File: src/bandwidth_vote_aggregator_defines.svh
// Assertion macros
`ifndef BANDWIDTH_VOTE_AGGREGATOR_DEFINES_SVH
`define BANDWIDTH_VOTE_AGGREGATOR_DEFINES_SVH
`ifndef SYNTHESIS
`define BVA_ASSERT_IMP(label, clk, rst_n, a, c, msg) \
	label: assert property (@(posedge clk) disable iff (!rst_n) (a) |-> (c)) else $error(msg);
`define BVA_ASSERT_NXT(label, clk, rst_n, a, c, msg) \
	label: assert property (@(posedge clk) disable iff (!rst_n) (a) |=> (c)) else $error(msg);
`else
`define BVA_ASSERT_IMP(label, clk, rst_n, a, c, msg)
`define BVA_ASSERT_NXT(label, clk, rst_n, a, c, msg)
`endif
`endif

File: src/bva_pkg.sv
`timescale 1ns / 1ps
`default_nettype none
package bva_pkg;
	localparam int CLIENTS_D = 8;
	localparam int BUS_KINDS_D = 2;
	localparam int MAX_PORTS_D = 3;
	localparam int MAX_USECASES_D = 16;
	localparam int QW = 48;
	localparam int PW = 53;
	localparam int SW = 64;

	localparam logic [2:0] ST_UPDATED = 3'd0;
	localparam logic [2:0] ST_SKIPPED = 3'd1;
	localparam logic [2:0] ST_NO_BUS = 3'd2;
	localparam logic [2:0] ST_BAD_CFG = 3'd3;
	localparam logic [2:0] ST_ZERO = 3'd4;

	localparam logic [2:0] REG_BUS = 3'd0;
	localparam logic [2:0] REG_DRAM = 3'd1;
	localparam logic [2:0] REG_PORTS = 3'd2;
	localparam logic [2:0] REG_NRT = 3'd3;
	localparam logic [2:0] REG_UC = 3'd4;

	typedef struct packed {
		logic [2:0] client;
		logic [1:0] kind;
		logic [QW-1:0] avg;
		logic [QW-1:0] inst;
	} vote_t;

	typedef struct packed {
		logic bus_registered;
		logic [3:0] dram_channels;
		logic [1:0] port_count;
		logic [1:0] nrt_port_count;
		logic [4:0] usecase_count;
	} cfg_t;
endpackage
`default_nettype wire

File: src/bva_front.sv
`timescale 1ns / 1ps
`default_nettype none
// input vote queue
module bva_front #(
	parameter int DEPTH = 2
) (
	input wire logic clk,
	input wire logic arst_n,
	input wire logic in_valid,
	output logic in_stall,
	input wire bva_pkg::vote_t in_vote,
	output logic q_valid,
	input wire logic q_pop,
	output bva_pkg::vote_t q_vote
);
	import bva_pkg::*;
	localparam int AW = (DEPTH > 1) ? $clog2(DEPTH) : 1;
	vote_t mem_q [DEPTH];
	logic [AW-1:0] wp_q, rp_q;
	logic [AW:0] cnt_q;
	logic push;

	assign in_stall = (cnt_q == (AW+1)'(DEPTH));
	assign push = in_valid && !in_stall;
	assign q_valid = (cnt_q != '0);
	assign q_vote = mem_q[rp_q];

	always_ff @(posedge clk) begin
		if (push) mem_q[wp_q] <= in_vote;
	end

	always_ff @(posedge clk or negedge arst_n) begin
		if (!arst_n) begin
			wp_q <= '0;
			rp_q <= '0;
			cnt_q <= '0;
		end else begin
			if (push) wp_q <= (wp_q == AW'(DEPTH-1)) ? '0 : wp_q + 1'b1;
			if (q_pop) rp_q <= (rp_q == AW'(DEPTH-1)) ? '0 : rp_q + 1'b1;
			cnt_q <= cnt_q + (AW+1)'(push) - (AW+1)'(q_pop);
		end
	end
endmodule
`default_nettype wire

File: config.mk
export PLATFORM = sky130hd
export DESIGN_NAME = bva_front
export DESIGN_NICKNAME = d
export VERILOG_FILES = /design/src/bandwidth_vote_aggregator_defines.svh /design/src/bva_pkg.sv /design/src/bva_front.sv
export SDC_FILE = /design/constraint.sdc
export NUM_CORES = 1
export LEC_CHECK = 0
export BUFFER_PORTS_ARGS = -buffer_cell sky130_fd_sc_hd__buf_2
export CELL_PAD_IN_SITES_DETAIL_PLACEMENT = 0
export CELL_PAD_IN_SITES_GLOBAL_PLACEMENT = 1
export CORE_ASPECT_RATIO = 2
export CORE_MARGIN = 2
export CORE_UTILIZATION = 30
export DETAILED_ROUTE_END_ITERATION = 10
export PLACE_DENSITY_LB_ADDON = 0.1
export SYNTH_ARGS = -nofsm -noshare
export SYNTH_HDL_FRONTEND = slang
export SYNTH_SLANG_ARGS = --single-unit
File: constraint.sdc
create_clock -name clk -period 13.8 [get_ports clk]
set_input_delay 2.07 -clock clk [delete_from_list [all_inputs] [get_ports clk]]
set_output_delay 2.07 -clock clk [all_outputs]
set_load 0.03 [all_outputs]
Word-level counts from Yosys, hierarchy flattened --
Memory sizes are Yosys's and may differ from the RTL's. Index checks and enable logic that the tools add are counted.
Word-level totals: logic and storage cells 16, register bits after elaboration 4, input bits 105, memories kept 1, RAM bits 202
Cells by class: equal/unequal tests 1, $add $sub $neg 4, reduce and logical (&&, ||, !) cells 3, multiplexer cells 4
Memory list:
- mem_q | depth 2, bits a word 101, rd ports 1, clocked after memory_dff 0, write ports 1, line bva_front.sv:18 | vote_t mem_q [DEPTH];
Operators by type and width (count):
- $mux W1 | 4
- $add A1 B1 Y1 const B | 2
- $add A2 B1 Y2 | 1
- $eq A2 B2 Y1 const B | 1
- $reduce_bool A2 Y1 | 1
- $sub A2 B1 Y2 | 1
- $logic_and A1 B1 Y1 | 1
- $logic_not A1 Y1 | 1

Longest topological paths before layout --
Gate-level depths: netlist (run 1).
depth after elaboration 5, mapped depth 7, mapped depth without buffers 7

Worst setup path after synthesis (run 1) --
No wires, ideal clock.
path type input to register, from input in_valid, to memory mem_q[0][0] in the netlist's numbering (enable), path buffers 0, required time 13238 ps, stages on the path 2, slack 6871 ps, arrival 6367 ps, path through nand2_1 > nor2_1
Between the ends: longest elaborated chain between the ends 3
RTL lines:
- start: declaration | line bva_front.sv:9 | input wire logic in_valid,
- $logic_and A1 B1 Y1 | line bva_front.sv:24 | assign push = in_valid && !in_stall;
- $mux W1 | line bva_front.sv:29 | if (push) mem_q[wp_q] <= in_vote;
- $mux W1 (implied by the code) | line bva_front.sv:29
- end: declaration | line bva_front.sv:18
No other way between the ends.

==> results of run 1 <==
## worst register-to-register path, delay by kind of cell, from the launching register on
family | cells | cell delay [ns]
buffers and inverters | 1 | 0.84
DFF | 1 | 0.40
and+or+nand+nor | 2 | 0.63
## registers in the layout (all words and copies together), names as in the netlist
| register | flops |
|---|---|
| mem_q | 202 |
| cnt_q | 2 |
| wp_q | 1 |
| rp_q | 1 |
## area by class of cell
class                      instances  share of cell area
timing repair buffer             211               0.109
multi-input combinational        112               0.157
sequential                       206               0.630
clock inverter                    11             0.00511
tap                              340              0.0434
inverter                           2            0.000767
clock buffer                      24              0.0548
## routing by layer
layer,wire length [um],global-route usage,vias to the layer above,share of wire
met5,67,0,-,0.0040
met4,420,0.0474,8,0.025
met3,996,0.0334,33,0.059
met2,9840,0.240,121,0.58
met1,5540,0.113,1923,0.33
li1,-,-,1753,-
## cell usage in the layout (no fill, tap or decap)
master / instances
buf_2: 207
edfxtp_1: 202
mux2_4: 80
mux2_2: 21
clkbuf_16: 21
clkinv_1: 6
clkinv_2: 4
buf_4: 4
xnor2_1: 3
clkbuf_1: 3
dfrtp_1: 3
inv_1: 2
ha_1: 2
nand2b_1: 1
nand2_1: 1
nor2_4: 1
or2_2: 1
and3_4: 1
xor2_1: 1
clkinvlp_4: 1
dfrtp_4: 1
## final timing paths
| path | from | endpoint | slack [ns] | depth (start not counted) |
|---|---|---|---|---|
| max | rp_q | q_vote[18] | 8.71 | 3 |
| max in group asynchronous | arst_n | rp_q | 12.29 | 1 |
| min in group asynchronous | arst_n | rp_q | 1.37 | 1 |
| min | cnt_q[1] | cnt_q[1] | 0.50 | 1 |
| min reg2reg | cnt_q[1] | cnt_q[1] | 0.50 | 1 |
| max reg2reg | cnt_q[1] | mem_q[1][39] | 11.43 | 3 |
## through the flow
| stage | setup slack (ns) | cell area, um^2 |
|---|---|---|
| after floorplan | 6.87 | 7800 |
| after CTS | 8.60 | 9790 |
| after global placement | 9.18 | 9210 |
| after global routing | 8.52 | 9790 |
| final | 8.71 | 9790 |
| after detailed placement | 9.15 | 9210 |
## kinds of logic (layout without fill, tap and decap cells)
| kind of cell | after synthesis | after routing | synth area share |
|---|---|---|---|
| buffers and inverters | 13 | 248 | 0.0147 |
| AND/OR/NAND/NOR | 5 | 5 | 0.00337 |
| flip-flops | 206 | 206 | 0.790 |
| multiplexers | 101 | 101 | 0.184 |
| XOR/XNOR | 4 | 4 | 0.00449 |
| adder cells (fa/ha/maj) | 2 | 2 | 0.00321 |
## where the power goes
group          internal, W  total [W]  switching (W)
combinational     0.000326   0.000845       0.000519
clock             0.000276   0.000501       0.000225
sequential        0.000857   0.000926      0.0000686
==> results.yml, run 1 <==
die:
  die_h_um: 232
  fp.dieArea_um2: 27400
  initial_core_util: 0.304
  io-pin-count: 208
  fp.dieW_um: 118
  fp.coreArea_um2: 25700
  rows: 83
sta:
  hold_viol: 0
  fin_crit_ns: 5.09
  rsz0062_at_grt: "no"
  fin_setup_tns_ns: 0
  worst_pin_slew_ns: 1.07
  timing.slew.headroom: 0.287
  fmax_ghz: 0.197
  finClkSkew_ns: 0.0164
  slew_viol_final: 0
  period_share: 0.369
  hold_slack_ns: 0.504
  setup_viol: 0
placement:
  port_buffers: 207
  dp_cells: 871
  dp_hpwl_mm: 11.3
  place.gp.congestion: 0.719
route:
  drtAntennaViolNets: 0
  viasPerCell: 4.24
  dr.pass1.iters: 6
  drtIter0Drc: 167
  drc: 0
  wl_per_cell_um: 18.6
  wl_mm: 16.9
  via_count: 3838
synthesis:
  synth_top_flop_cell: "edfxtp_1"
  yosys.area.top_type: "edfxtp_1"
  synth_edf_count: 202
  synth_most_common_cell: "edfxtp_1"
  syn-num-nets: 438
  yosys_warnings: 0
  synth-async-reset-ratio: 0.0194
  yosysUniqueCellTypes: 16
  ys_seq_area_frac: 0.790
  netlist_top_cells_area: "edfxtp_1 (78%), mux2_4 (15%), mux2_2 (3.0%), dfrtp_1 (1.3%), buf_6 (1.2%)"
  syn_area_per_cell_um2: 23.6
  postSynthCellCount: 331
  ys_ff_latch: 206
  netlist_area_um2: 7800
  synth_common_cells: "edfxtp_1 (202), mux2_4 (80), mux2_2 (21)"
  yosys.area.top_type_share: 0.777
finish:
  area_growth_pct: 25.5
  fin_nets: 660
  drive_gt1_frac: 0.604
  antenna_cells: 0
  final_cells: 906
  multi_input_area_um2: 1540
  fin_util: 0.382
  regArea_um2: 6170
  fill_cells: 2479
job:
  maxCapViolations: 0
power_and_ir_drop:
  ir_drop_v: 0.000107
  leakage_nw: 3.84
  totalPowerFinal_w: 0.00227
  powerDensity_nw_per_um2: 232
setup_path:
  crit_path_cell_trace: "buf_4 -> mux2_4 -> buf_2"
  worst-path-buf-inv: 2
  max_stage_delay_ns: 0.97
  cp_max_fo: 55
  required_ns: 11.73
  cp.arrival_ns: 3.02
  crit_path_start_kind: "flip-flop"
  path_class: "flip-flop to output port"
  crit_slowest_cell: "dfrtp_4"
  cpLargestDelayFamily: "buffers and inverters"
  cp-end-kind: "output port"
clock_network:
  ctsResizeCount: 0
  cts_hold_buf: 0
  h-tree-depth: 1
  clkLatencyLatePin_ns: 0.50
  ctsRootBufferMaster: "clkbuf_16"
  path_clk_slew_ns: 0.06
  clkSinkCount: 206
  post_cts_buffers: 0
  cts_tree: "done"
  numCtsBuffers: 20
  cts_max_path_buffers: 3
global_route:
  grt_max_degree: 72
  grt.overflow.total: 0
  first_global_vias: 4184
  antenna_found_initial: 4
  grt_util_all_layers: 0.120
  grt_pass1_wl_mm: 24.6
run_status:
  status: "finished clean"
worst_hold_path:
  hp-class: "flip-flop to flip-flop"
(Power assumes the default switching activity.)
==> run 2, diff against run 1 <==
Settings changed: ABC_AREA set to 1.
Clock period 13.8 ns to 4.25 ns, I/O delays scaled along.
==> results.yml, run 2 <==
die:
  die_h_um: 230
  fp.dieArea_um2: 26900
  initial_core_util: 0.305
  fp.coreArea_um2: 25100
  rows: 82
  io-pin-count: 208
  fp.dieW_um: 117
synthesis:
  synth_common_cells: "edfxtp_1 (202), nand2_1 (111), inv_1 (109)"
  synth_most_common_cell: "edfxtp_1"
  ys_ff_latch: 206
  ys_seq_area_frac: 0.804
  yosys.area.top_type: "edfxtp_1"
  synth-async-reset-ratio: 0.0194
  syn-num-nets: 662
  synth_top_flop_cell: "edfxtp_1"
  syn_area_per_cell_um2: 13.8
  yosys_warnings: 0
  yosys.area.top_type_share: 0.791
  postSynthCellCount: 555
  netlist_top_cells_area: "edfxtp_1 (79%), o21ai_0 (6.6%), nand2_1 (5.4%), inv_1 (5.3%), dfrtp_1 (1.3%)"
  netlist_area_um2: 7670
  synth_edf_count: 202
  yosysUniqueCellTypes: 14
placement:
  place.gp.congestion: 0.722
  port_buffers: 207
  dp_hpwl_mm: 11.4
  dp_slack_ns: 1.76
finish:
  largestRegisters: "mem_q: 202 flops, cnt_q: 2 flops"
  largest_reg_flops: 202
  fin_util: 0.385
  fin_nets: 877
  regMostFlops: "mem_q"
  area_growth_pct: 26.3
  fill_cells: 2444
  layout_common_cells: "buf_2 (207), edfxtp_1 (202), nand2_1 (111), inv_1 (108), o21ai_0 (101)"
  final_common_cell: "buf_2"
  drive_gt1_frac: 0.310
power_and_ir_drop:
  powerDensity_nw_per_um2: 747
  ir_drop_v: 0.000408
  leakage_nw: 4.08
sta:
  timing.slew.headroom: 0.415
  finClkSkew_ns: 0.0159
  fin_setup_tns_ns: 0
  fmax_ghz: 0.341
  period_share: 0.689
  rsz0062_at_grt: "no"
  worst_pin_slew_ns: 0.878
  setup_viol: 0
  slew_viol_final: 0
  setup_slack_ns: 1.32
  fin_crit_ns: 2.93
  hold_viol: 0
global_route:
  grt.overflow.total: 0
  first_global_vias: 4781
  antenna_found_initial: 3
  grt_util_all_layers: 0.126
  grt_pass1_wl_mm: 25.5
  grt_max_degree: 102
clock_network:
  clkLatencyLatePin_ns: 0.50
  ctsRootBufferMaster: "clkbuf_16"
  numCtsBuffers: 19
  cts_tree: "done"
  cts_max_path_buffers: 3
  h-tree-depth: 1
  path_clk_slew_ns: 0.06
  clkSinkCount: 206
setup_path:
  crit_path_start_kind: "flip-flop"
  cp.arrival_ns: 2.29
  path_class: "flip-flop to output port"
  required_ns: 3.61
  cp_max_fo: 91
  cp-end-kind: "output port"
job:
  maxCapViolations: 0
route:
  viasPerCell: 4.15
  drtAntennaViolNets: 0
  dr.pass1.iters: 4
  wl_mm: 17.0
  wl_per_cell_um: 15.2
  drc: 0
  drtIter0Drc: 259
  via_count: 4656
run_status:
  status: "finished clean"
worst_hold_path:
  hp-class: "input port to flip-flop"
run 2: cell count changes in the layout (fill, tap and decap cells not counted), moves of 3 or more:
cell,before,now
nand2_1,1,111
inv_1,2,108
o21ai_0,0,101
mux2_4,80,0
mux2_2,21,0
clkbuf_1,3,9
clkinv_1,6,0
xnor2_1,3,0
run 2: cell type report:
class / count / area [um^2] / area share
tap: 336 / 420 / 0.0434
multi-input combinational: 218 / 977 / 0.101
inverter: 109 / 412 / 0.0425
clock inverter: 6 / 61.3 / 0.00633
antenna: 2 / 5.00 / 0.000517
sequential: 206 / 6170 / 0.637
clock buffer: 28 / 509 / 0.0526
timing repair buffer: 216 / 1130 / 0.117
run 2: worst paths after layout:
kind / end / cells after the start / slack [ns] / startpoint
worst max-delay path: q_vote[19] / 4 / 1.32 / rp_q
worst min-delay path: mem_q[0][21] / 1 / 0.32 / in_vote[21]
worst max register to register: mem_q[0][56] / 4 / 2.07 / cnt_q[1]
worst min register to register: wp_q / 2 / 0.48 / wp_q
max in group asynchronous: rp_q / 2 / 3.62 / arst_n
min in group asynchronous: cnt_q[0] / 2 / 0.48 / arst_n
run 2: timing repair:
action | in CTS | in global routing
setup buffers | 0 | 0
hold buffers | 1 | 0
gates resized for setup | 0 | 0
endpoints found under the hold margin | 4 | 0
run 2: routing by layer:
metal	up-vias	GRT usage	routed length [um]
met5	-	0	12
met4	2	0.0548	516
met3	33	0.0316	1050
met2	135	0.240	9630
met1	2190	0.123	5810
li1	2296	-	-
run 2: cell families after synthesis:
logic type | count (synthesis) | synth area share
AOI/OAI and AO/OA | 101 | 0.0659
xor gates and xnor gates | 1 | 0.00114
adders and majority gates | 2 | 0.00326
buffers and inverters | 131 | 0.0698
DFF | 206 | 0.804
and+or+nand+nor | 114 | 0.0561
run 2: metrics by stage:
step                power (W)  cell area, um^2  std cells  hold slack (ns)
floorplan             0.00486             7670        555            0.342
CTS                   0.00740             9680       1119            0.291
global placement      0.00572             9100       1084            0.453
detailed placement    0.00576             9100       1084            0.458
finish                0.00724             9690       1121            0.320
global route          0.00769             9690       1121            0.296
run 2: critical path, stage by stage, from the launching register on:
cell and delay (ns):
dfrtp_4 0.97, buf_4 0.37, nand2_1 0.07, o21ai_0 0.08, buf_2 0.23
run 2: report_power, final:
part / leakage [nW] / switching [W] / internal, W / total (W)
clock network: 0.275 / 0.000710 / 0.000898 / 0.00161
logic: 1.88 / 0.00199 / 0.000650 / 0.00264
registers: 1.93 / 0.000217 / 0.00277 / 0.00299
==> run 3, diff against run 2 <==
Clock period 4.25 ns to 2.7 ns, I/O delays scaled along.
==> results.yml, run 3 (same netlist as run 2, synthesis figures left out) <==
run_status:
  status: "finished clean"
clock_network:
  post_cts_buffers: 0
  cts_tree: "done"
  path_clk_slew_ns: 0.06
  clkSinkCount: 206
  cts_max_path_buffers: 3
  ctsResizeCount: 0
  ctsRootBufferMaster: "clkbuf_16"
  h-tree-depth: 1
  clkLatencyLatePin_ns: 0.49
  numCtsBuffers: 20
  cts_hold_buf: 1
power_and_ir_drop:
  power_frac_comb: 0.379
  clkPwrFrac: 0.228
  leakage_nw: 4.09
  totalPowerFinal_w: 0.0115
  seqPwrFrac: 0.393
  p_switching_w: 0.00458
  ir_drop_v: 0.000746
  powerDensity_nw_per_um2: 1180
  p_int_w: 0.00691
  p_sw_frac: 0.399
finish:
  layout_common_cells: "buf_2 (207), edfxtp_1 (202), nand2_1 (111), inv_1 (108), o21ai_0 (101)"
  area_growth_pct: 26.8
  final_cells: 1118
  largestRegisters: "mem_q: 202 flops, cnt_q: 2 flops"
  fin_nets: 876
  fill_cells: 2469
  drive_gt1_frac: 0.307
  fin_util: 0.387
  final_common_cell: "buf_2"
  regMostFlops: "mem_q"
  largest_reg_flops: 202
setup_path:
  path_class: "flip-flop to output port"
  cp.arrival_ns: 1.93
  cp_max_fo: 113
  cp-end-kind: "output port"
  crit_path_start_kind: "flip-flop"
  required_ns: 2.30
die:
  fp.coreArea_um2: 25100
  initial_core_util: 0.305
  fp.dieArea_um2: 26900
  rows: 82
  die_h_um: 230
  io-pin-count: 208
  fp.dieW_um: 117
placement:
  dp_cells: 1082
  port_buffers: 207
  dp_hpwl_mm: 11.3
  place.gp.congestion: 0.709
sta:
  worst_pin_slew_ns: 0.538
  finClkSkew_ns: 0.00460
  fin_setup_tns_ns: 0
  timing.slew.headroom: 0.641
  setup_viol: 0
  fmax_ghz: 0.428
  hold_viol: 0
  fin_crit_ns: 2.34
  rsz0062_at_grt: "no"
  hold_slack_ns: 0.102
  period_share: 0.866
  slew_viol_final: 0
global_route:
  grt_pass1_wl_mm: 25.0
  antenna_found_initial: 4
  first_global_vias: 4802
  grt.overflow.total: 0
  grt_util_all_layers: 0.122
  grt_max_degree: 114
route:
  drtAntennaViolNets: 0
  via_count: 4631
  viasPerCell: 4.14
  drc: 0
  wl_mm: 16.7
  dr.pass1.iters: 4
  wl_per_cell_um: 15.0
  drtIter0Drc: 226
job:
  maxCapViolations: 0
worst_hold_path:
  hp-class: "input port to flip-flop"
[run 3: worst paths after layout]
kind / start / endpoint / slack (ns) / cells after the start
setup / recovery: rp_q / q_vote[19] / 0.36 / 3
hold / removal: in_vote[33] / mem_q[0][33] / 0.10 / 1
setup reg to reg: cnt_q[1] / mem_q[0][29] / 0.91 / 4
hold reg to reg: wp_q / wp_q / 0.48 / 2
max in group asynchronous: arst_n / rp_q / 2.27 / 2
min in group asynchronous: arst_n / wp_q / 0.29 / 2
[run 3: metrics by stage]
step / worst slack [ns] / area [um^2]
after floorplan: 0.198 / 7680
after global placement: 0.886 / 9110
after detailed placement: 0.873 / 9110
after CTS: 0.369 / 9720
after global routing: 0.299 / 9720
final: 0.362 / 9730
[run 3: critical path, stage by stage, from the launching register on]
cell     delay, ns
dfrtp_4       0.50
buf_12        0.21
o21ai_0       0.37
buf_2         0.26
[run 3: layout make-up]
cell class                      instances  area [um^2]  area share
Inverter                              109          413      0.0424
Sequential cell                       206         6170       0.634
Timing Repair Buffer                  214         1140       0.117
Multi-Input combinational cell        218          977       0.100
Clock inverter                          6         51.3     0.00527
Antenna cell                            1         2.50    0.000257
Clock buffer                           28          552      0.0567
Tap cell                              336          420      0.0432
[run 3: power by group through the flow]
stage | registers, W | clock network, W | logic (W)
floorplan | 0.00458 | 0 | 0.00304
global placement | 0.00457 | 0 | 0.00445
detailed placement | 0.00459 | 0 | 0.00447
CTS | 0.00453 | 0.00274 | 0.00449
global route | 0.00458 | 0.00285 | 0.00475
finish | 0.00452 | 0.00262 | 0.00435
[run 3: per-layer routing]
metal | up-vias | share of wire | GRT usage
li1 | 2288 | - | -
met1 | 2162 | 0.34 | 0.117
met2 | 135 | 0.55 | 0.235
met3 | 40 | 0.067 | 0.0351
met4 | 6 | 0.032 | 0.0515
met5 | - | 0.0026 | 0
